## src/sv/rmsa_pkg.sv

```systemverilog
// Shared constants and the controller state type for the running mean and
// deviation accumulator bank. No dependencies; all sv/ files but rmsa_ram use it.
package rmsa_pkg;

  localparam int unsigned SLOTS_DEF    = 256;
  localparam int unsigned SAMPLE_W_DEF = 32;
  localparam int unsigned SLOT_W       = 8;
  localparam int unsigned COUNT_W      = 32;
  localparam int unsigned WIDE_W       = 128;
  localparam int unsigned MPLR_W       = 64;
  localparam int unsigned DEN_W        = COUNT_W + 1;
  localparam int unsigned ROOT_W       = 64;
  localparam int unsigned ITER_W       = 8;

  typedef enum logic [4:0] {
    ST_CLEAR,
    ST_IDLE,
    ST_READ,
    ST_LOAD,
    ST_DIFF,
    ST_MDIV_GO,
    ST_MDIV_WAIT,
    ST_MAG,
    ST_SQ_GO,
    ST_SQ_WAIT,
    ST_MN_GO,
    ST_MN_WAIT,
    ST_AB_GO,
    ST_AB_WAIT,
    ST_VDIV_GO,
    ST_VDIV_WAIT,
    ST_ROOT_GO,
    ST_ROOT_WAIT,
    ST_WB
  } state_e;

endpackage

```

## src/sv/rmsa_sqrt.sv

```systemverilog
// Digit-by-digit integer square root (floor) of a wide value, one root bit
// per cycle. Depends on rmsa_pkg for widths.
module rmsa_sqrt (
  input  logic                            clk_i,
  input  logic                            rst_ni,
  input  logic                            start_i,
  input  logic [rmsa_pkg::WIDE_W-1:0]     rad_i,
  output logic                            done_o,
  output logic [rmsa_pkg::ROOT_W-1:0]     root_o
);
  localparam int unsigned WW = rmsa_pkg::WIDE_W;
  localparam int unsigned RW = rmsa_pkg::ROOT_W;
  localparam int unsigned CW = $clog2(RW + 1);

  logic              busy_q, done_q;
  logic [CW-1:0]     cnt_q;
  logic [WW-1:0]     rad_q;
  logic [RW-1:0]     root_q;
  logic [RW+1:0]     rem_q;   // remainder never exceeds twice the root
  logic [RW+3:0]     rsh, trial, diff;
  logic              ge;

  assign rsh   = {rem_q, rad_q[WW-1:WW-2]};
  assign trial = {2'b00, root_q, 2'b01};
  assign diff  = rsh - trial;
  assign ge    = rsh >= trial;

  always_ff @(posedge clk_i or negedge rst_ni) begin
    if (!rst_ni) begin
      busy_q <= 1'b0;
      done_q <= 1'b0;
      cnt_q  <= '0;
    end else begin
      done_q <= 1'b0;
      if (start_i) begin
        busy_q <= 1'b1;
        cnt_q  <= CW'(RW);
      end else if (busy_q) begin
        cnt_q <= cnt_q - 1'b1;
        if (cnt_q == CW'(1)) begin
          busy_q <= 1'b0;
          done_q <= 1'b1;
        end
      end
    end
  end

  always_ff @(posedge clk_i) begin
    if (start_i) begin
      rad_q  <= rad_i;
      rem_q  <= '0;
      root_q <= '0;
    end else if (busy_q) begin
      rem_q  <= ge ? diff[RW+1:0] : rsh[RW+1:0];
      root_q <= {root_q[RW-2:0], ge};
      rad_q  <= rad_q << 2;
    end
  end

  assign done_o = done_q;
  assign root_o = root_q;
endmodule

```

## config.mk

```make
export PLATFORM = sky130hd
export DESIGN_NAME = rmsa_sqrt
export DESIGN_NICKNAME = d
export VERILOG_FILES = /design/src/sv/rmsa_pkg.sv /design/src/sv/rmsa_sqrt.sv
export SDC_FILE = /design/constraint.sdc
export NUM_CORES = 1
export LEC_CHECK = 0
export BUFFER_PORTS_ARGS = -buffer_cell sky130_fd_sc_hd__buf_4
export CAP_MARGIN = 20
export CORE_ASPECT_RATIO = 1.2
export CORE_MARGIN = 4
export CORE_UTILIZATION = 63
export DETAILED_ROUTE_END_ITERATION = 10
export GPL_TIMING_DRIVEN = 1
export PLACE_DENSITY = 0.86
export SKIP_CTS_REPAIR_TIMING = 1
export SLEW_MARGIN = 0
export SYNTH_ARGS = -nofsm -noshare
export SYNTH_HDL_FRONTEND = slang
export SYNTH_SLANG_ARGS = --single-unit
```

## constraint.sdc

```tcl
create_clock -name clk_i -period 8 [get_ports clk_i]
set_input_delay 0.4 -clock clk_i [delete_from_list [all_inputs] [get_ports clk_i]]
set_output_delay 0.4 -clock clk_i [all_outputs]
set_load 0.01 [all_outputs]
```

==> impl_metrics.yaml <==
run_status:
  outcome: "finished clean"
sta:
  hold_viol_final: 0
  slew_headroom: 0.305
  rsz0062_at_grt: "no"
  tightest_slew_ns: 1.04
  finalCritPeriodShare: 0.477
  setup_viol: 0
  max_freq_mhz: 262
  min_period_ns: 3.81
  slew_violations: 0
  skew_ns: 0.00910
  fin_tns_setup_ns: 0
synthesis:
  syn_inst: 1550
  synthMuxAreaShare: 0.154
  yosys.area_share.adder: 0.0555
  yosysSeqAreaShare: 0.435
  synth-main-ff-cell: "dfxtp_1"
  synth-xor-area-share: 0.0354
  synth_common_cells: "nor2_1 (155), dfxtp_1 (130), edfxtp_1 (128)"
  ys_top_cells_by_area: "edfxtp_1 (25%), dfxtp_1 (17%), mux2_2 (9.3%), mux2i_1 (5.9%), ha_1 (5.6%)"
  avgSynthCellArea_um2: 9.89
  synth.most_common_cell: "nor2_1"
  async_reset_ff_frac: 0.0337
  synth-compound-area-share: 0.150
  synth_edf_count: 128
  synthSimpleGateAreaFrac: 0.114
  ys_ff_latch: 267
  syn_area_um2: 15300
  synth_top_area_cell: "edfxtp_1"
  yosysUniqueCellTypes: 79
  synth.top_cell.area_share: 0.251
  synth_nets: 1749
  synth_top_family_by_area: "multiplexers"
  yosys_warnings: 0
placement:
  place_congestion: 0.938
  port_buffers: 195
  hpwlAfterDp_mm: 27.4
clock_tree:
  cts_tree: "yes"
  clock_path_buffers: 3
  cts_sinks: 267
  clk_pin_slew_ns: 0.07
  insertion_delay_ns: 0.55
  htree_levels: 1
  cts_root_buf: "clkbuf_16"
  numCtsBuffers: 27
grt:
  grt_start_max_net_pins: 96
  overflow: 0
  grt_antenna_before_repair: 0
  grt_pass1_wl_mm: 62.2
  grt_pass1_vias: 12100
  track_usage: 0.285
floorplanning:
  dieArea_um2: 26900
  row_count: 62
  num_io_pins: 196
  start_util: 0.639
  die_h_um: 179
  die_w_um: 150
  core_area_um2: 24000
worst_setup_path:
  crit_end: "rem_q[51]$_SDFFE_PP0P_"
  crit_start: "root_o[59]$_SDFFE_PP0P_"
  required_ns: 8.47
  critPathKind: "reg2reg"
  r2r_end: "rem_q[51]$_SDFFE_PP0P_"
  critPathLaunchType: "flop"
  crit_fanout: 41
  cp.arrival_ns: 4.29
  cp-end-kind: "flop"
  reg2reg_depth: 13
  r2r-start: "root_o[59]$_SDFFE_PP0P_"
  reg2reg_slack_ns: 4.19
min_path:
  min-delay-start: "rad_i[1]"
  whs_path_depth: 2
  hp-class: "in2reg"
power_and_ir_drop:
  powerDensity_nw_per_um2: 372
  power_mw: 6.59
  ir_drop_mv: 0.291
  p_leak_nw: 7.83
route:
  drcViolationCount: 0
  vias: 12100
  final_antenna_net_count: 0
  viasPerCell: 5.98
  wl_per_cell_um: 19.1
  drtPass1Iterations: 5
  drtIter0Drc: 864
  drt_wl_total_mm: 38.7
final_layout:
  fin_nets: 1882
  nFillCells: 1721
  area_growth_pct: 15.5
  num_antenna_cells: 0
  drive_above_1_share: 0.242
run:
  cap_violations: 0
-- routing by layer --
| layer | vias up | wire, µm | GRT usage |
|---|---|---|---|
| met5 | - | 0 | 0 |
| met1 | 5753 | 15200 | 0.343 |
| met2 | 406 | 19300 | 0.499 |
| met3 | 107 | 2780 | 0.0678 |
| li1 | 5847 | - | - |
| met4 | 0 | 1490 | 0.100 |
-- final cells by class --
class | instances | area, µm² | share of cell area
clock inverter | 19 | 169 | 0.00955
tap | 320 | 400 | 0.0226
timing repair buffer | 204 | 1560 | 0.0882
inverter | 97 | 367 | 0.0207
clock buffer | 31 | 711 | 0.0402
sequential | 267 | 6680 | 0.377
multi-input combinational | 1086 | 7810 | 0.442
-- through the flow --
stage,util,cell area [µm²],worst slack [ns],cells,hold slack [ns]
global placement,0.700,16800,4.48,1972,0.228
CTS,0.737,17700,4.31,2022,-0.348
detailed placement,0.700,16800,4.33,1972,0.229
global route,0.738,17700,3.92,2024,0.129
floorplan,-,15300,4.10,1550,0.104
finish,0.738,17700,4.19,2024,0.141
-- cell usage in the layout (no fill, tap or decap), types with 42 or more instances in the layout --
| master | n |
|---|---|
| inv_1 | 96 |
| nor2_1 | 155 |
| o21ai_0 | 78 |
| dfxtp_1 | 130 |
| a21oi_1 | 107 |
| buf_4 | 201 |
| edfxtp_1 | 128 |
| nand2_1 | 102 |
| mux2_2 | 127 |
| ha_1 | 68 |
| a211oi_1 | 42 |
| mux2i_1 | 91 |
-- power by group --
| part | switching [mW] | internal [mW] |
|---|---|---|
| registers | 0.176 | 1.70 |
| logic | 2.01 | 1.44 |
| clock network | 0.555 | 0.707 |
| total | 2.74 | 3.85 |
-- flip-flops by register name (all words and copies together) (netlist names) --
| register | cells |
|---|---|
| rad_q | 128 |
| rem_q | 66 |
| root_o | 64 |
| cnt_q | 7 |
| busy_q | 1 |
| done_o | 1 |
-- how the worst min path moves through the flow --
stage / end / slack [ns]
after floorplan: busy_q$_DFF_PN0_ / 0.10
after CTS: done_o$_DFF_PN0_ / -0.35
after global placement: done_o$_DFF_PN0_ / 0.23
final: rad_q[1]$_SDFFCE_PN0P_ / 0.14
after detailed placement: done_o$_DFF_PN0_ / 0.23
after global routing: rad_q[1]$_SDFFCE_PN0P_ / 0.13
-- cells by family (layout without fill, tap and decap cells) --
kind of cell	Yosys count	after routing
AO/OA/AOI/OAI	355	355
multiplexers	219	219
buffers and inverters	197	351
XOR/XNOR	62	62
adder cells (fa/ha/maj)	68	68
flip-flops	267	267
AND/OR/NAND/NOR	382	382
-- critical path, stage by stage (launching register included) --
cell	delay [ns]
dfxtp_1	0.38
inv_1	0.06
ha_1	0.44
nand4_1	0.19
nor3_1	0.57
nand4_1	0.19
o21ai_1	0.21
o211ai_1	0.11
o211a_1	0.18
o31ai_4	0.07
buf_4	0.49
and2_1	0.54
nand3b_1	0.14
a21oi_1	0.16
Note: power is estimated with default switching activity, not from simulation.
