## config.mk

```make
export PLATFORM = sky130hd
export DESIGN_NAME = rmsa_div
export DESIGN_NICKNAME = d
export VERILOG_FILES = /design/src/sv/rmsa_pkg.sv /design/src/sv/rmsa_div.sv
export SDC_FILE = /design/constraint.sdc
export NUM_CORES = 1
export LEC_CHECK = 0
export BUFFER_PORTS_ARGS = -buffer_cell sky130_fd_sc_hd__buf_2
export CORE_MARGIN = 5
export CORE_UTILIZATION = 45
export CTS_BUF_LIST = sky130_fd_sc_hd__clkbuf_4 sky130_fd_sc_hd__clkbuf_8
export DETAILED_ROUTE_END_ITERATION = 8
export GPL_ROUTABILITY_DRIVEN = 0
export PLACE_DENSITY = 0.65
export SLEW_MARGIN = 40
export SYNTH_ARGS = -nofsm -noshare
export SYNTH_HDL_FRONTEND = slang
export SYNTH_SLANG_ARGS = --single-unit
```

## constraint.sdc

```tcl
create_clock -name clk_i -period 4.97 [get_ports clk_i]
set_input_delay 0.994 -clock clk_i [delete_from_list [all_inputs] [get_ports clk_i]]
set_output_delay 0.994 -clock clk_i [all_outputs]
set_load 0.005 [all_outputs]
```

## src/sv/rmsa_pkg.sv

```systemverilog
// Shared constants and the controller state type for the running mean and
// deviation accumulator bank. No dependencies; all sv/ files but rmsa_ram use it.
package rmsa_pkg;

  localparam int unsigned SLOTS_DEF    = 256;
  localparam int unsigned SAMPLE_W_DEF = 32;
  localparam int unsigned SLOT_W       = 8;
  localparam int unsigned COUNT_W      = 32;
  localparam int unsigned WIDE_W       = 128;
  localparam int unsigned MPLR_W       = 64;
  localparam int unsigned DEN_W        = COUNT_W + 1;
  localparam int unsigned ROOT_W       = 64;
  localparam int unsigned ITER_W       = 8;

  typedef enum logic [4:0] {
    ST_CLEAR,
    ST_IDLE,
    ST_READ,
    ST_LOAD,
    ST_DIFF,
    ST_MDIV_GO,
    ST_MDIV_WAIT,
    ST_MAG,
    ST_SQ_GO,
    ST_SQ_WAIT,
    ST_MN_GO,
    ST_MN_WAIT,
    ST_AB_GO,
    ST_AB_WAIT,
    ST_VDIV_GO,
    ST_VDIV_WAIT,
    ST_ROOT_GO,
    ST_ROOT_WAIT,
    ST_WB
  } state_e;

endpackage

```

## src/sv/rmsa_div.sv

```systemverilog
// Restoring bit-serial divider of a wide dividend by a count-sized divisor,
// one quotient bit per cycle. Depends on rmsa_pkg for widths.
module rmsa_div (
  input  logic                            clk_i,
  input  logic                            rst_ni,
  input  logic                            start_i,
  input  logic [rmsa_pkg::WIDE_W-1:0]     num_i,  // MSB aligned
  input  logic [rmsa_pkg::DEN_W-1:0]      den_i,
  input  logic [rmsa_pkg::ITER_W-1:0]     iters_i,
  output logic                            done_o,
  output logic [rmsa_pkg::WIDE_W-1:0]     quot_o
);
  localparam int unsigned WW = rmsa_pkg::WIDE_W;
  localparam int unsigned DW = rmsa_pkg::DEN_W;

  logic                          busy_q, done_q;
  logic [rmsa_pkg::ITER_W-1:0]   cnt_q;
  logic [WW-1:0]                 num_q, quot_q;
  logic [DW-1:0]                 den_q, rem_q;
  logic [DW:0]                   rsh, diff;
  logic                          ge;

  assign rsh  = {rem_q, num_q[WW-1]};
  assign diff = rsh - {1'b0, den_q};
  assign ge   = rsh >= {1'b0, den_q};

  always_ff @(posedge clk_i or negedge rst_ni) begin
    if (!rst_ni) begin
      busy_q <= 1'b0;
      done_q <= 1'b0;
      cnt_q  <= '0;
    end else begin
      done_q <= 1'b0;
      if (start_i) begin
        busy_q <= 1'b1;
        cnt_q  <= iters_i;
      end else if (busy_q) begin
        cnt_q <= cnt_q - 1'b1;
        if (cnt_q == rmsa_pkg::ITER_W'(1)) begin
          busy_q <= 1'b0;
          done_q <= 1'b1;
        end
      end
    end
  end

  always_ff @(posedge clk_i) begin
    if (start_i) begin
      num_q  <= num_i;
      den_q  <= den_i;
      rem_q  <= '0;
      quot_q <= '0;
    end else if (busy_q) begin
      // The remainder stays below the divisor, so it fits DW bits.
      rem_q  <= ge ? diff[DW-1:0] : rsh[DW-1:0];
      quot_q <= {quot_q[WW-2:0], ge};
      num_q  <= num_q << 1;
    end
  end

  assign done_o = done_q;
  assign quot_o = quot_q;
endmodule

```

==> reports/qor.txt <==
Status -> finished clean
Setup violations, final -> 0
Clock Skew -> 0.0198 ns
DIE HEIGHT -> 192 um
CP required -> 5.46 ns
CP Max Fanout -> 17
Endpoints failing hold -> 0
CTS buffer count -> 56
Core Footprint -> 0.0326 sq mm
First-pass GRT wire length -> 55200 um
Sequential area share after synthesis -> 0.558
Crit path launch type -> flip-flop
CP Class -> reg2reg
Port buffer count -> 300
Most frequent CP cell -> inv_1
Max-slew violations -> 0
Main synth FF type -> edfxtp_1
Post-route ant nets -> 0
Sw Share -> 0.306
Pwr Density -> 435 mW/mm^2
CTS Buffer Depth -> 3
Post-Layout Inst Area -> 0.0180 sq mm
Largest net degree at the start of global routing -> 154
Clock Tree Root -> clkbuf_8
Number of synthesized flops with an enable pin -> 161
Asr flop ratio synth -> 0.0301
Area of the multi-input gates -> 0.00611 sq mm
H-tree levels -> 2
Max-capacitance violation count -> 0
Register area -> 0.00831 sq mm
Starting Density -> 0.457
Post-Syn Area -> 0.0149 sq mm
GR Util All Layers -> 0.184
CP endpoint kind -> flip-flop
Sw power -> 2.39 mW
Post-DP HPWL -> 24100 um
Reg clk slew, reported paths -> 0.07 ns
Max-slew headroom -> 0.473
Chip Width -> 192 um
Drt total wl -> 35400 um
Grt ovf -> 0
Mapped Cells -> 1280
Worst Tran Pin Value -> 0.790 ns
Worst path slowest cell -> o21ai_4
Share of cells above drive strength 1 -> 0.339
Clock power share -> 0.323
Final nets -> 1778
CTS Hold Bufs -> 0
Number of global-route vias before repair -> 10520
Placed cell area -> 0.0167 sq mm
Worst skew pair latency -> 0.60 ns
Fin crit period -> 3.45 ns
Vias/cell -> 5.20
Drt wl/cell -> 17.1 um
Mean post-synth cell area -> 11.6 sq um
DRC viols -> 0
VDD IR-drop max -> 0.260 mV
RSZ-0062 raised after global routing -> no
Sink Count -> 332
CTS tree -> done
Crit path cell chain -> inv_1, ha_1, inv_1, fa_1, a211oi_1, o21bai_1, o211ai_2, o21ai_1, and3_1, o21ai_4, buf_8, a21oi_1, a2111oi_1
Post-CTS Setup Repair Bufs -> 0
Power, Total -> 7.82 mW
Path type of the worst min-delay path -> in2async
DR pass1 iterations -> 6
Worst endpoint data arrival time -> 3.94 ns
Flop pwr share -> 0.427
CP peak stage delay -> 0.45 ns
Num ports -> 301
Initial antenna violation count -> 20
Fillers -> 2932
Die footprint -> 0.0368 sq mm
Pleak -> 8.56 nW
Yosys top cell by area -> edfxtp_1
Post-synth top area share -> 0.325
Post-synth cell types -> 66
Routed vias -> 10742
Net Count, Synth -> 1488
Period Utilization, post-route -> 0.694
Starting DRT DRC Count -> 588
Synth top area cells -> edfxtp_1 32%, dfxtp_1 22%, mux2_2 9.7%
Internal Power -> 5.43 mW
Setup TNS -> 0 ns
Number of synthesized register bits -> 332
Synth warnings -> 0
Resized cells post-CTS -> 0
FMAX -> 0.290 GHz
Area grow syn2layout -> 20.7%
Cell Rows -> 66
Gate power share -> 0.250
[sequential cells by signal (all words and copies together) (netlist names)]
| signal | flops |
|---|---|
| rem_q | 33 |
| done_o | 1 |
| busy_q | 1 |
| den_q | 33 |
| num_q | 128 |
| quot_o | 128 |
| cnt_q | 8 |
[metal layers]
| layer | global-route usage | up-vias | part of all wire | routed length [um] |
|---|---|---|---|---|
| met4 | 0.0525 | 26 | 0.020 | 720 |
| met2 | 0.299 | 315 | 0.47 | 16700 |
| met3 | 0.0752 | 80 | 0.090 | 3170 |
| met5 | 0 | - | 0.0049 | 175 |
| met1 | 0.225 | 5074 | 0.41 | 14600 |
| li1 | - | 5247 | - | - |
[worst paths after layout]
check	to	slack, ns	from	cells after the start
min in group clk_i	rem_q[28]	0.49	rem_q[28]	2
setup / recovery	rem_q[10]	1.52	num_q[127]	13
max in group asynchronous	busy_q	4.50	rst_ni	1
hold reg to reg	rem_q[28]	0.49	rem_q[28]	2
hold / removal	cnt_q[2]	0.25	rst_ni	1
setup reg to reg	rem_q[10]	1.52	num_q[127]	13
[placed cells by master (no fill, tap or decap), drive strengths merged, types with 15 or more instances in the layout]
master and n:
nand3 30, mux2i 127, dfxtp 161, xor2 15, inv 44, nor2 187
clkbuf 86, clkinv 15, ha 35, a311oi 27, mux2 128, nand2 40
edfxtp 161, buf 307, xnor2 16, a21oi 36, o21ai 57
[synthesized netlist by cell type (all sizes together), types with 4 or more instances]
master and count:
xnor2 16, o21ai 57, o22ai 4, dfxtp 161, nand3 30, a311oi 27
a21o 14, nor3 12, mux2i 127, nor2b 4, and3 7, xor2 15
and2 4, nor2 187, nand2b 7, a31oi 5, or2 4, o211ai 7
dfrtp 10, inv 43, nand4 6, ha 35, buf 15, o31ai 4
nand2 40, clkbuf 60, a211oi 6, edfxtp 161, mux2 128, o21bai 5
o21a 4, a21oi 36
[logic make-up after synthesis]
kind of cell | count (synthesis) | synth area share
fa+ha+maj | 36 | 0.0307
buf+inv | 118 | 0.0320
mux | 255 | 0.182
xor+xnor | 31 | 0.0182
compound gates | 194 | 0.0877
flops | 332 | 0.558
simple gates | 314 | 0.0914
[critical path, delay by kind of cell (launching register included)]
kind	cells	cell delay, ns
AOI/OAI and AO/OA	7	1.78
and+or+nand+nor	1	0.26
buffers and inverters	3	0.37
DFF	1	0.36
adders and majority gates	2	0.57
[metrics by stage]
stage / std cells / setup WS, ns / hold WS [ns] / util
2_1_floorplan: 1280 / 0.316 / 0.451 / -
3_3_place_gp: 1952 / 1.45 / 0.475 / 0.513
3_5_place_dp: 1953 / 1.54 / 0.483 / 0.513
4_1_cts: 2057 / 1.51 / 0.201 / 0.550
5_1_grt: 2063 / 1.25 / 0.227 / 0.551
6_report: 2065 / 1.52 / 0.251 / 0.551
[final cells by class]
cell class | instances | share of cell area
repair buffers | 307 | 0.0908
well taps | 442 | 0.0308
diodes | 7 | 0.000974
clock inverters | 18 | 0.00696
clock buffers | 86 | 0.0589
flip-flops and latches | 332 | 0.462
inverters | 43 | 0.00912
multi-input cells | 830 | 0.340
[power groups by stage]
| stage | sequential (mW) | combinational (mW) | clock [mW] |
|---|---|---|---|
| final | 3.34 | 1.95 | 2.52 |
| after global routing | 3.37 | 2.18 | 2.75 |
| after CTS | 3.34 | 1.94 | 2.62 |
| after detailed placement | 3.39 | 1.93 | 0 |
| after global placement | 3.39 | 1.90 | 0 |
| after floorplan | 3.33 | 1.51 | 0 |
Note: power is estimated with default switching activity, not from simulation.
