--- config.mk ---
export PLATFORM = sky130hd
export DESIGN_NAME = rmsa_mul
export DESIGN_NICKNAME = d
export VERILOG_FILES = /design/src/sv/rmsa_pkg.sv /design/src/sv/rmsa_mul.sv
export SDC_FILE = /design/constraint.sdc
export NUM_CORES = 1
export LEC_CHECK = 0
export BUFFER_PORTS_ARGS = -buffer_cell sky130_fd_sc_hd__buf_2
export CELL_PAD_IN_SITES_DETAIL_PLACEMENT = 1
export CELL_PAD_IN_SITES_GLOBAL_PLACEMENT = 2
export CORE_MARGIN = 3
export CORE_UTILIZATION = 32
export DETAILED_ROUTE_END_ITERATION = 12
export GPL_ROUTABILITY_DRIVEN = 0
export GPL_TIMING_DRIVEN = 0
export MAX_ROUTING_LAYER = met4
export PLACE_DENSITY_LB_ADDON = 0.25
export SLEW_MARGIN = 5
export SYNTH_ARGS = -nofsm -noshare
export SYNTH_HDL_FRONTEND = slang
export SYNTH_SLANG_ARGS = --single-unit
--- constraint.sdc ---
create_clock -name clk_i -period 3.6 [get_ports clk_i]
set_input_delay 0.18 -clock clk_i [delete_from_list [all_inputs] [get_ports clk_i]]
set_output_delay 0.18 -clock clk_i [all_outputs]
set_load 0.05 [all_outputs]
--- src/sv/rmsa_pkg.sv ---
// Shared constants and the controller state type for the running mean and
// deviation accumulator bank. No dependencies; all sv/ files but rmsa_ram use it.
package rmsa_pkg;

  localparam int unsigned SLOTS_DEF    = 256;
  localparam int unsigned SAMPLE_W_DEF = 32;
  localparam int unsigned SLOT_W       = 8;
  localparam int unsigned COUNT_W      = 32;
  localparam int unsigned WIDE_W       = 128;
  localparam int unsigned MPLR_W       = 64;
  localparam int unsigned DEN_W        = COUNT_W + 1;
  localparam int unsigned ROOT_W       = 64;
  localparam int unsigned ITER_W       = 8;

  typedef enum logic [4:0] {
    ST_CLEAR,
    ST_IDLE,
    ST_READ,
    ST_LOAD,
    ST_DIFF,
    ST_MDIV_GO,
    ST_MDIV_WAIT,
    ST_MAG,
    ST_SQ_GO,
    ST_SQ_WAIT,
    ST_MN_GO,
    ST_MN_WAIT,
    ST_AB_GO,
    ST_AB_WAIT,
    ST_VDIV_GO,
    ST_VDIV_WAIT,
    ST_ROOT_GO,
    ST_ROOT_WAIT,
    ST_WB
  } state_e;

endpackage

--- src/sv/rmsa_mul.sv ---
// Bit-serial saturating multiplier, one multiplier bit per cycle, MSB first.
// Depends on rmsa_pkg for widths.
module rmsa_mul (
  input  logic                            clk_i,
  input  logic                            rst_ni,
  input  logic                            start_i,
  input  logic [rmsa_pkg::WIDE_W-1:0]     mcand_i,
  input  logic [rmsa_pkg::MPLR_W-1:0]     mplier_i,  // MSB aligned
  input  logic [rmsa_pkg::ITER_W-1:0]     iters_i,
  output logic                            done_o,
  output logic [rmsa_pkg::WIDE_W-1:0]     prod_o
);
  localparam int unsigned WW = rmsa_pkg::WIDE_W;

  logic                              busy_q, done_q, sat_q;
  logic [rmsa_pkg::ITER_W-1:0]       cnt_q;
  logic [WW-1:0]                     mcand_q, acc_q;
  logic [rmsa_pkg::MPLR_W-1:0]       mplier_q;
  logic [WW+1:0]                     sum;

  // Horner step: acc = 2*acc + bit*mcand; any carry out means saturation.
  assign sum = {1'b0, acc_q, 1'b0}
             + {2'b00, (mplier_q[rmsa_pkg::MPLR_W-1] ? mcand_q : '0)};

  always_ff @(posedge clk_i or negedge rst_ni) begin
    if (!rst_ni) begin
      busy_q <= 1'b0;
      done_q <= 1'b0;
      cnt_q  <= '0;
    end else begin
      done_q <= 1'b0;
      if (start_i) begin
        busy_q <= 1'b1;
        cnt_q  <= iters_i;
      end else if (busy_q) begin
        cnt_q <= cnt_q - 1'b1;
        if (cnt_q == rmsa_pkg::ITER_W'(1)) begin
          busy_q <= 1'b0;
          done_q <= 1'b1;
        end
      end
    end
  end

  always_ff @(posedge clk_i) begin
    if (start_i) begin
      mcand_q  <= mcand_i;
      mplier_q <= mplier_i;
      acc_q    <= '0;
      sat_q    <= 1'b0;
    end else if (busy_q) begin
      acc_q    <= sum[WW-1:0];
      sat_q    <= sat_q | (sum[WW+1:WW] != 2'b00) | acc_q[WW-1];
      mplier_q <= mplier_q << 1;
    end
  end

  assign done_o = done_q;
  assign prod_o = sat_q ? '1 : acc_q;
endmodule

==> out/qor.yml, run 1 <==
logic_synthesis:
  avgSynthCellArea_um2: 9.131
  syn-num-nets: 2681
  netlist_instances: 2348
  synth_top_area_share_pct: 26.89
  ys_types: 86
  ys_async_sr_fraction_pct: 3.021
  ys_ff_latch: 331
  synthTopCellsByArea: "edfxtp_1 (27%), dfxtp_1 (12%), ha_1 (7.5%), a21oi_1 (4.6%), o21ai_0 (3.9%)"
  yosys.area.top_type: "edfxtp_1"
  yosys_most_used_dff: "edfxtp_1"
  seq_area_frac_synth_pct: 40.11
  yosysWarnings: 0
  synth_edf_count: 192
  syn_area_um2: 21440
setup_path:
  worstPathArrival_ns: 4.88
  crit_type: "register to register"
  cp-start-kind: "register"
  worstPathMaxFanout: 6
  rr_endpoint: "acc_q[124]"
  worstRegToRegCells: 17
  cp-end-kind: "register"
  rrSetupSlack_ns: -0.81
  r2r-start: "mplier_q[63]"
  required_ns: 4.07
global_route:
  grt.total_usage_pct: 24.19
  grt_max_degree: 77
  grt_pass1_vias: 21580
  antenna_found_initial: 7
  grt_pass1_wl_um: 128700
  overflow: 0
cts:
  cts_tree: "yes"
  worstSkewPairLatency_ns: 0.61
  numCtsBuffers: 42
  clock_path_buffers: 3
  h-tree-depth: 2
  clock_sinks: 331
  clockRootBuffer: "clkbuf_16"
  cts.reportedPaths.clkPinSlew_ns: 0.07
job:
  drv_cap: 0
detailed_routing:
  drc: 0
  vias: 20350
  final_antenna_net_count: 0
  wl_um: 86220
  drt_iter0_drc: 1022
  first_pass_iters: 5
  wl_per_cell_um: 22.18
  via_per_inst: 5.235
floorplan:
  num_rows: 94
  core_area_um2: 66100
  die_y_um: 264.8
  start_util_pct: 32.44
  io-pin-count: 332
  die-area_um2: 70140
  die_w_um: 264.8
layout:
  nFillCells: 7574
  nets: 3318
  drive_gt1_share_pct: 31.58
  multi_input_area_um2: 13540
  area_growth_pct: 39.62
  seqCellArea_um2: 8598
place:
  place_ws_ns: -2.041
  portBuffers: 331
  hpwl_um: 62100
sta:
  rsz0062_at_grt: "yes"
  finClkSkew_ns: 0.03956
  tns_ns: -25.73
  finalWorstSetupSlack_ns: -0.8107
  fin_crit_sh_pct: 122.5
  worstMarginPinSlew_ns: 1.365
  max_freq_mhz: 226.7
  fin_hold_ws_ns: 0.06435
  timing.final.crit_period_ns: 4.411
  finalSetupViolCount: 79
  slew_headroom_pct: 9.017
  finalHoldViolCount: 0
  drv_slew: 0
status:
  violations: "setup timing"
  status: "finished, violations left"
power_and_ir_drop:
  ir_worst_vdd_v: 0.0004738
  leakage_nw: 12.95
  p_per_area_nw_per_um2: 693.4
  p_total_w: 0.02076
min_path:
  hold_start: "start_i"
  min_to: "mcand_q[74]"
  hp-class: "primary input to register"
  holdPathStages: 1
[worst max-delay path by stage]
stage	from	end	slack, ns	cells after the start
2_1_floorplan	mplier_q[63]	acc_q[89]	0.002	16
4_1_cts	mplier_q[63]	acc_q[125]	-0.73	17
5_1_grt	mplier_q[63]	acc_q[124]	-0.91	17
6_report	mplier_q[63]	acc_q[124]	-0.81	17
3_3_place_gp	start_i	mplier_q[11]	-2.58	6
3_5_place_dp	mplier_q[63]	acc_q[107]	-2.04	14
[per-layer routing]
layer | track usage (%) | wire, um | vias up
met3 | 4.010 | 3938 | 97
met4 | 6.020 | 1977 | 0
met2 | 41.51 | 42760 | 443
met1 | 29.69 | 37540 | 10070
met5 | - | 0 | -
li1 | - | - | 9739
[where the power goes]
group	switching (W)	internal (W)	leakage, nW
clock	0.00193	0.00257	0.686
sequential	0.000522	0.00470	3.12
combinational	0.00739	0.00366	9.15
[cell type report]
class / count / share of cell area, %
Antenna cell: 5 / 0.04180
Buffer: 108 / 1.935
Clock buffer: 47 / 3.607
Clock inverter: 30 / 1.204
Inverter: 63 / 0.7900
Multi-Input combinational cell: 1821 / 45.25
Sequential cell: 331 / 28.72
Tap cell: 864 / 3.611
Timing Repair Buffer: 618 / 14.84
[cells by family (layout without fill, tap and decap cells)]
logic type      count (synthesis)  after routing  synth area share (%)
flops                         331            331                 40.11
buf+inv                       196            866                 3.548
fa+ha+maj                     130            130                 7.622
other cells                     0              5                     0
xor+xnor                      115            115                 4.698
mux                           113            113                 5.649
compound gates                624            624                 18.34
simple gates                  839            839                 20.04
[placed cells by master (no fill, tap or decap), types with 25 or more instances in the layout]
cell,netlist,final
a21oi_2,1,39
and2_1,134,128
nor2_1,166,155
a21oi_1,196,144
edfxtp_1,192,192
xnor2_1,73,61
or2_2,132,131
buf_4,1,71
o21bai_1,39,37
nor3_1,33,25
inv_1,63,62
a21o_1,60,59
clkbuf_16,0,45
o21ai_0,169,115
clkbuf_1,117,73
ha_1,129,91
mux2_2,64,64
o21ai_1,7,42
dfxtp_1,129,129
nand2_1,207,198
mux2i_1,49,49
xor2_1,42,42
buf_2,11,333
dlygate4sd3_1,0,202
nand4_1,71,71
[sequential cells by signal (all words and copies together) (netlist names)]
name / cells
acc_q: 128
mcand_q: 128
mplier_q: 64
cnt_q: 8
busy_q: 1
done_o: 1
sat_q: 1
[synthesized netlist by cell type (14+ instances only)]
library cell  number
nand4_1           71
o21ai_0          169
mux2i_1           49
or2_2            132
xnor2_1           73
a31oi_1           18
ha_1             129
xor2_1            42
a21o_1            60
nand2_1          207
dfxtp_1          129
and2_1           134
clkbuf_1         117
nor2_1           166
a21oi_1          196
o21bai_1          39
inv_1             63
mux2_2            64
nand3_1           28
nand2b_1          14
edfxtp_1         192
nor3_1            33
[metrics by stage]
step | instance area [um^2] | util, % | std cells
after global placement | 24200 | 36.61 | 3543
after CTS | 28590 | 43.25 | 3837
after detailed placement | 24250 | 36.69 | 3545
after global routing | 29930 | 45.29 | 3887
after floorplan | 21460 | - | 2348
final | 29930 | 45.29 | 3887
[critical path: stages, from the launching register on]
cell and delay [ns]:
edfxtp_1 0.43, clkbuf_16 0.22, buf_12 0.17, clkbuf_16 0.16, and2_4 0.14, ha_4 0.26
buf_6 0.10, nand4_1 0.13, nor3_2 0.26, o2111ai_2 0.19, a31oi_4 0.33, o31ai_2 0.09
nor2b_4 0.17, nor3_4 0.42, o2111ai_4 0.20, a2111oi_4 0.54, nor3_1 0.08, or3b_1 0.35
[timing repair]
| item | CTS | global route |
|---|---|---|
| pin swaps | 35 | 84 |
| hold buffers | 202 | 0 |
| endpoints found under the hold margin | 210 | 0 |
| endpoints found under the setup margin | 107 | 92 |
| resized for setup | 193 | 238 |
| gates cloned | 0 | 1 |
| buffers inserted | 20 | 62 |
Power figures use the tool's default switching activity.
==> run 2: changes to the inputs <==
--- a/config.mk
+++ b/config.mk
@@ -13,7 +13,6 @@
 export DETAILED_ROUTE_END_ITERATION = 12
 export GPL_ROUTABILITY_DRIVEN = 0
 export GPL_TIMING_DRIVEN = 0
-export MAX_ROUTING_LAYER = met4
 export PLACE_DENSITY_LB_ADDON = 0.25
 export SLEW_MARGIN = 5
 export SYNTH_ARGS = -nofsm -noshare
==> run 2 against run 1 <==
The flow still finishes with violations (setup timing). Fmax increased by 0.38%. Critical path depth increased by 1. Clock skew decreased by 0.00069 ns. Flip-flop and latch count unchanged. Worst setup slack improved by 0.017 ns. Hold slack got worse by 0.0029 ns. Critical path type unchanged. Clock power about the same. Cell area increased by 1.5%. Sequential power about the same. Non-clock buffer count increased by 19. Largest cell class unchanged.
==> out/qor.yml, run 2 (synthesized netlist as in run 1, its figures left out) <==
status:
  status: "finished, violations left"
  violations: "setup timing"
sta:
  finClkSkew_ns: 0.03887  # -0.0006910 ns
  finalSetupViolCount: 66  # -16%
  slew_headroom_pct: 9.972  # +0.96 points
  finalWorstSetupSlack_ns: -0.7941  # +0.01653 ns
  max_freq_mhz: 227.6  # +0.38%
  finalHoldViolCount: 0  # unchanged
  fin_crit_sh_pct: 122.1  # -0.46 points
  fin_hold_ws_ns: 0.06143  # -0.002914 ns
  drv_slew: 0  # unchanged
  worstMarginPinSlew_ns: 1.350  # -0.01433 ns
  timing.final.crit_period_ns: 4.394  # -0.01653 ns
  rsz0062_at_grt: "yes"
setup_path:
  critPathTopFamily: "compound AO/OA/AOI/OAI gates"
  cp-start-kind: "register"
  slowest_delay_ns: 0.51  # -0.03 ns
  worstPathMaxFanout: 7  # +1
  worstPathArrival_ns: 4.92  # +0.04 ns
  crit_path_frequent_cell: "buf_6"
  crit_slowest_cell: "or4_4"
  required_ns: 4.12  # +0.05 ns
  crit_type: "register to register"
  crit_path_cell_trace: "buf_6 > buf_12 > buf_8 > and2_4 > ha_4 > buf_6 > a21oi_4 > o22ai_2 > or4_4 > o21ai_4 > o31a_4 > o41ai_4 > buf_6 > a221oi_4 > nor2_1 > or3_4 > a2111o_1 > o221ai_1"
  cp_num_buf_inv: 5  # +1
  cp-end-kind: "register"
floorplan:
  die_y_um: 264.8  # unchanged
  die-area_um2: 70140  # unchanged
  die_w_um: 264.8  # unchanged
  num_rows: 94  # unchanged
  io-pin-count: 332  # unchanged
  core_area_um2: 66100  # unchanged
  start_util_pct: 32.44  # unchanged
layout:
  drive_gt1_share_pct: 33.29  # +1.7 points
  final_cell_mix: "buf_2 (332), dlygate4sd3_1 (202), nand2_1 (195), edfxtp_1 (192), nor2_1 (152)"
  area_growth_pct: 41.68
  seqCellArea_um2: 8598  # unchanged
  nFillCells: 7540  # -0.45%
  nets: 3337  # +0.57%
  multi_input_area_um2: 13750  # +1.5%
  final_common_cell: "buf_2"
  top_regs: "acc_q: 128 flops, mcand_q: 128 flops, mplier_q: 64 flops"
cts:
  worstSkewPairLatency_ns: 0.61  # about the same
  cts_tree: "yes"
  clockRootBuffer: "clkbuf_16"
  numCtsBuffers: 42  # unchanged
  clock_sinks: 331  # unchanged
  h-tree-depth: 2  # unchanged
  clock_path_buffers: 3  # unchanged
  cts.reportedPaths.clkPinSlew_ns: 0.07  # about the same
detailed_routing:
  final_antenna_net_count: 0  # unchanged
  drc: 0  # unchanged
  drt_iter0_drc: 1071  # +4.8%
  first_pass_iters: 5  # unchanged
  via_per_inst: 5.221  # -0.27%
  wl_per_cell_um: 22.30  # +0.51%
  vias: 20380  # +0.16%
  wl_um: 87040  # +0.95%
min_path:
  hp-class: "primary input to register"
global_route:
  antenna_found_initial: 6  # -1
  grt.total_usage_pct: 23.47  # -0.71 points
  grt_pass1_vias: 21570  # -0.028%
  grt_max_degree: 77  # unchanged
  grt_pass1_wl_um: 128800  # about the same
  overflow: 0  # unchanged
place:
  place_ws_ns: -2.041  # unchanged
  hpwl_um: 62100  # unchanged
  portBuffers: 331  # unchanged
power_and_ir_drop:
  p_per_area_nw_per_um2: 689.9  # -0.51%
  ir_worst_vdd_v: 0.0004714  # -0.49%
  leakage_nw: 13.05  # +0.76%
job:
  drv_cap: 0  # unchanged
[run 2: changes by cell type in the layout (fill, tap and decap cells not counted), moves of 4 or more]
cell,before,now
buf_4,71,83
ha_4,15,25
a21oi_2,39,48
ha_1,91,82
and2_1,128,120
and2_4,6,14
o21ai_1,42,34
a21oi_1,144,137
buf_6,24,31
xnor2_1,61,67
xnor2_2,12,6
o21ai_2,14,19
o21ai_0,115,119
[run 2: through the flow]
stage / area, um^2 / util, % / instances / total power [W] / setup TNS, ns
detailed placement: 24250 / 36.69 / 3545 / 0.01514 / -101.31
global route: 30380 / 45.95 / 3904 / 0.02208 / -30.78
floorplan: 21460 / - / 2348 / 0.01247 / 0
global placement: 24200 / 36.61 / 3543 / 0.01501 / -380.25
finish: 30380 / 45.95 / 3904 / 0.02095 / -20.31
CTS: 28590 / 43.25 / 3837 / 0.02020 / -21.77
[run 2: per-layer routing]
| metal | vias up | global-route usage [%] | part of all wire, % | wire length, um |
|---|---|---|---|---|
| met4 | 0 | 6.020 | 2.4 | 2048 |
| met3 | 93 | 4.084 | 4.8 | 4171 |
| met5 | - | 0 | 0 | 0 |
| met1 | 10070 | 29.59 | 43 | 37590 |
| li1 | 9788 | - | - | - |
| met2 | 431 | 41.57 | 50 | 43230 |
[run 2: path summary, 6_finish.rpt]
kind	startpoint	end	slack, ns	cells past startpoint
worst min register to register	acc_q[107]	acc_q[107]	0.47	2
worst min-delay path	start_i	mcand_q[74]	0.06	1
min in group asynchronous	rst_ni	cnt_q[2]	0.68	3
worst max-delay path	mplier_q[63]	acc_q[125]	-0.79	18
max in group asynchronous	rst_ni	cnt_q[3]	2.57	3
worst max register to register	mplier_q[63]	acc_q[125]	-0.79	18
[run 2: layout make-up]
class | count | share of cell area (%)
Antenna cell | 3 | 0.02471
Buffer | 107 | 2.043
Clock buffer | 47 | 3.555
Clock inverter | 30 | 1.186
Inverter | 63 | 0.7785
Multi-Input combinational cell | 1821 | 45.26
Sequential cell | 331 | 28.31
Tap cell | 864 | 3.559
Timing Repair Buffer | 638 | 15.28
[run 2: timing repair]
action	CTS	global route
endpoints found under the hold margin	210	0
resized for setup	193	297
hold buffers	202	0
cloned	0	3
setup endpoints to repair	107	92
pin swaps	35	80
setup buffers	20	81
[run 2: where the power goes]
group,internal (W),switching [W],leakage (nW)
registers,0.00470,0.000539,3.12
logic,0.00379,0.00744,9.25
clock network,0.00257,0.00192,0.686
total,0.0110,0.00991,13.1
==> run 3: changes to the inputs <==
--- a/config.mk
+++ b/config.mk
@@ -5,11 +5,12 @@
 export SDC_FILE = /design/constraint.sdc
 export NUM_CORES = 1
 export LEC_CHECK = 0
+export ABC_AREA = 1
 export BUFFER_PORTS_ARGS = -buffer_cell sky130_fd_sc_hd__buf_2
 export CELL_PAD_IN_SITES_DETAIL_PLACEMENT = 1
 export CELL_PAD_IN_SITES_GLOBAL_PLACEMENT = 2
 export CORE_MARGIN = 3
-export CORE_UTILIZATION = 32
+export CORE_UTILIZATION = 28
 export DETAILED_ROUTE_END_ITERATION = 12
 export GPL_ROUTABILITY_DRIVEN = 0
 export GPL_TIMING_DRIVEN = 0
==> run 3 against run 2 <==
The flow now finishes without violations. Non-clock buffer count shrank 137. Global-route usage grew 2.1 points. Cell area is 15% higher. First-iteration DRC count rose by 86%. Core utilization decreased by 9.5 points. Sequential share of layout area shrank 3.6 points. Via count rose by 46%. Die area rose by 43%. Clock power grew 6.5%. Largest cell class unchanged.
==> out/qor.yml, run 3 <==
layout:
  area_growth_pct: 28.72
  final_common_cell: "nand2_1"
  top_regs: "acc_q: 128 flops, mcand_q: 128 flops, mplier_q: 64 flops"
  seqCellArea_um2: 8598  # unchanged
  multi_input_area_um2: 14900  # +8.4%
  final_cell_mix: "nand2_1 (1967), inv_1 (1069), buf_2 (332), nor2_1 (237), dlygate4sd3_1 (202)"
  drive_gt1_share_pct: 13.95  # -19 points
  nFillCells: 12620  # +67%
  nets: 5520  # +65%
logic_synthesis:
  netlist_instances: 4600  # +96%
  yosys_most_used_dff: "edfxtp_1"
  synth_edf_count: 192  # unchanged
  avgSynthCellArea_um2: 5.878  # -36%
  synth_top_family_by_area: "simple AND/OR/NAND/NOR gates"
  synth-simple-area-share_pct: 40.03  # +20 points
  synthTopCellsByArea: "nand2_1 (28%), edfxtp_1 (21%), inv_1 (15%), dfxtp_1 (9.6%), ha_1 (6.0%)"
  synth-adder-area-share_pct: 6.044  # -1.6 points
  yosysWarnings: 0  # unchanged
  ys_types: 43  # -50%
  synth_most_common_cell: "nand2_1"
  ys_async_sr_fraction_pct: 3.021  # unchanged
  yosys.area.top_type: "nand2_1"
  ys_ff_latch: 331  # unchanged
  synth_mux_area_share_pct: 0  # -5.6 points
  synth_top_area_share_pct: 28.10  # +1.2 points
  seq_area_frac_synth_pct: 31.80  # -8.3 points
  synth_xor_area_share_pct: 0.2915  # -4.4 points
  syn-num-nets: 4933  # +84%
  ys_top_cells_by_count: "nand2_1 (2024), inv_1 (1071), nor2_1 (309)"
  synth_compound_area_share_pct: 5.794  # -13 points
  syn_area_um2: 27040  # +26%
setup_path:
  r2r-start: "mplier_q[63]"
  cp-end-kind: "register"
  cp-start-kind: "register"
  required_ns: 4.11  # about the same
  worstRegToRegCells: 17  # -1
  rr_endpoint: "acc_q[94]"
  rrSetupSlack_ns: 0.18  # +0.97 ns
  worstPathMaxFanout: 10  # +3
  crit_type: "register to register"
  worstPathArrival_ns: 3.93  # -0.99 ns
sta:
  fin_crit_sh_pct: 95.11  # -27 points
  slew_headroom_pct: 18.14  # +8.2 points
  drv_slew: 0  # unchanged
  max_freq_mhz: 292.1  # +28%
  tns_ns: 0  # +20.31 ns
  worstMarginPinSlew_ns: 1.228  # -0.1225 ns
  timing.final.crit_period_ns: 3.424  # -0.9701 ns
  rsz0062_at_grt: "yes"
  finalSetupViolCount: 0  # -100%
  finClkSkew_ns: 0.02006  # -0.01882 ns
  finalHoldViolCount: 0  # unchanged
cts:
  h-tree-depth: 2  # unchanged
  worstSkewPairLatency_ns: 0.62  # about the same
  cts.reportedPaths.clkPinSlew_ns: 0.06  # about the same
  clock_sinks: 331  # unchanged
  numCtsBuffers: 46  # +9.5%
  clock_path_buffers: 3  # unchanged
  clockRootBuffer: "clkbuf_16"
  cts_tree: "yes"
global_route:
  antenna_found_initial: 8  # +2
  grt_max_degree: 69  # -10%
  grt_pass1_wl_um: 188600  # +46%
  grt.total_usage_pct: 25.59  # +2.1 points
  grt_pass1_vias: 30380  # +41%
  overflow: 0  # unchanged
power_and_ir_drop:
  p_per_area_nw_per_um2: 460.5  # -33%
  p_total_w: 0.01603  # -24%
  leakage_nw: 19.62  # +50%
  ir_worst_vdd_v: 0.0003178  # -33%
floorplan:
  io-pin-count: 332  # unchanged
  start_util_pct: 28.33  # -4.1 points
  core_area_um2: 95440  # +44%
  die-area_um2: 100300  # +43%
  die_y_um: 316.7  # +20%
  die_w_um: 316.7  # +20%
  num_rows: 113  # +20%
detailed_routing:
  drc: 0  # unchanged
  final_antenna_net_count: 0  # unchanged
  vias: 29670  # +46%
  drt_iter0_drc: 1994  # +86%
  wl_per_cell_um: 20.04  # -10%
  via_per_inst: 4.571  # -12%
  first_pass_iters: 5  # unchanged
  wl_um: 130000  # +49%
min_path:
  min_to: "mcand_q[95]"
  hold_start: "start_i"
  hp-class: "primary input to register"
  holdPathStages: 1  # unchanged
place:
  portBuffers: 331  # unchanged
  hpwl_um: 108600  # +75%
status:
  status: "completed"
job:
  drv_cap: 0  # unchanged
-- run 3: cell count changes after synthesis, moves of 50 or more --
cell	before	now
or2_2	132	58
nand2_1	207	2024
a21o_1	60	1
nor2_1	166	309
and2_1	134	3
a21oi_1	196	140
nand4_1	71	21
mux2_2	64	0
clkbuf_1	117	63
nand3_1	28	167
xnor2_1	73	3
inv_1	63	1071
-- run 3: stage by stage --
| stage | utilization, % | instances | cell area (um^2) | worst slack (ns) | hold slack (ns) |
|---|---|---|---|---|---|
| final | 36.47 | 6491 | 34800 | 0.1760 | 0.04700 |
| after detailed placement | 31.84 | 6200 | 30390 | -0.9305 | 0.05573 |
| after global placement | 31.72 | 6196 | 30280 | -3.431 | 0.05797 |
| after floorplan | - | 4600 | 27040 | 1.127 | -0.1156 |
| after global routing | 36.47 | 6491 | 34800 | -0.04231 | 0.08245 |
| after CTS | 35.92 | 6489 | 34280 | -0.04777 | 0.05078 |
-- run 3: routing by layer --
| layer | track usage [%] | vias up | share of wire [%] | wire length, um |
|---|---|---|---|---|
| li1 | - | 14880 | - | - |
| met1 | 35.46 | 13900 | 47 | 61020 |
| met4 | 8.045 | 0 | 3.2 | 4219 |
| met2 | 40.56 | 754 | 44 | 56600 |
| met3 | 4.321 | 133 | 6.3 | 8212 |
| met5 | 0 | - | 0 | 0 |
-- run 3: how the worst max path moves through the flow --
| stage | from | to | cells after the start |
|---|---|---|---|
| 2_1_floorplan | mplier_q[63] | acc_q[113] | 20 |
| 3_3_place_gp | start_i | mplier_q[28] | 4 |
| 3_5_place_dp | mplier_q[63] | acc_q[98] | 17 |
| 4_1_cts | mplier_q[63] | acc_q[102] | 19 |
| 5_1_grt | mplier_q[63] | acc_q[110] | 19 |
| 6_report | mplier_q[63] | acc_q[94] | 17 |
-- run 3: cell type report --
type,instances,area share (%)
multi-input combinational,3116,42.81
sequential,331,24.71
inverter,1084,11.69
timing repair buffer,539,10.95
tap,1265,4.548
clock buffer,63,3.635
buffer,69,0.8484
clock inverter,22,0.7981
antenna,2,0.01438
-- run 3: critical path, stage by stage, from the launching register on --
cell      delay [ns]
edfxtp_1        0.38
buf_4           0.21
buf_16          0.18
clkbuf_2        0.20
nand2_1         0.10
inv_1           0.05
ha_2            0.45
nand2_1         0.14
nor2_1          0.23
inv_1           0.07
nor2_1          0.19
nand2_1         0.23
nor2_1          0.40
nand2_1         0.20
nand2_1         0.10
nand2_1         0.05
nand3_1         0.08
nand2_1         0.05
-- run 3: what timing repair did --
action                                  4_1_cts  5_1_grt
pin swaps                                     1        2
endpoints found under the hold margin       210        0
setup buffers                                 2        0
hold buffers                                202        0
gates resized for setup                      95      151
endpoints found under the setup margin      154       78
-- run 3: report_power, final --
part / internal (W) / switching [W]
Combinational: 0.00173 / 0.00476
Clock: 0.00284 / 0.00194
Sequential: 0.00449 / 0.000274
Total: 0.00906 / 0.00697
-- run 3: cells by family (layout without fill, tap and decap cells) --
group,count (synthesis),after routing
AO/OA/AOI/OAI,296,296
XOR/XNOR,9,9
adder cells (fa/ha/maj),130,130
buffers and inverters,1153,1777
flip-flops,331,331
other,0,2
AND/OR/NAND/NOR,2681,2681
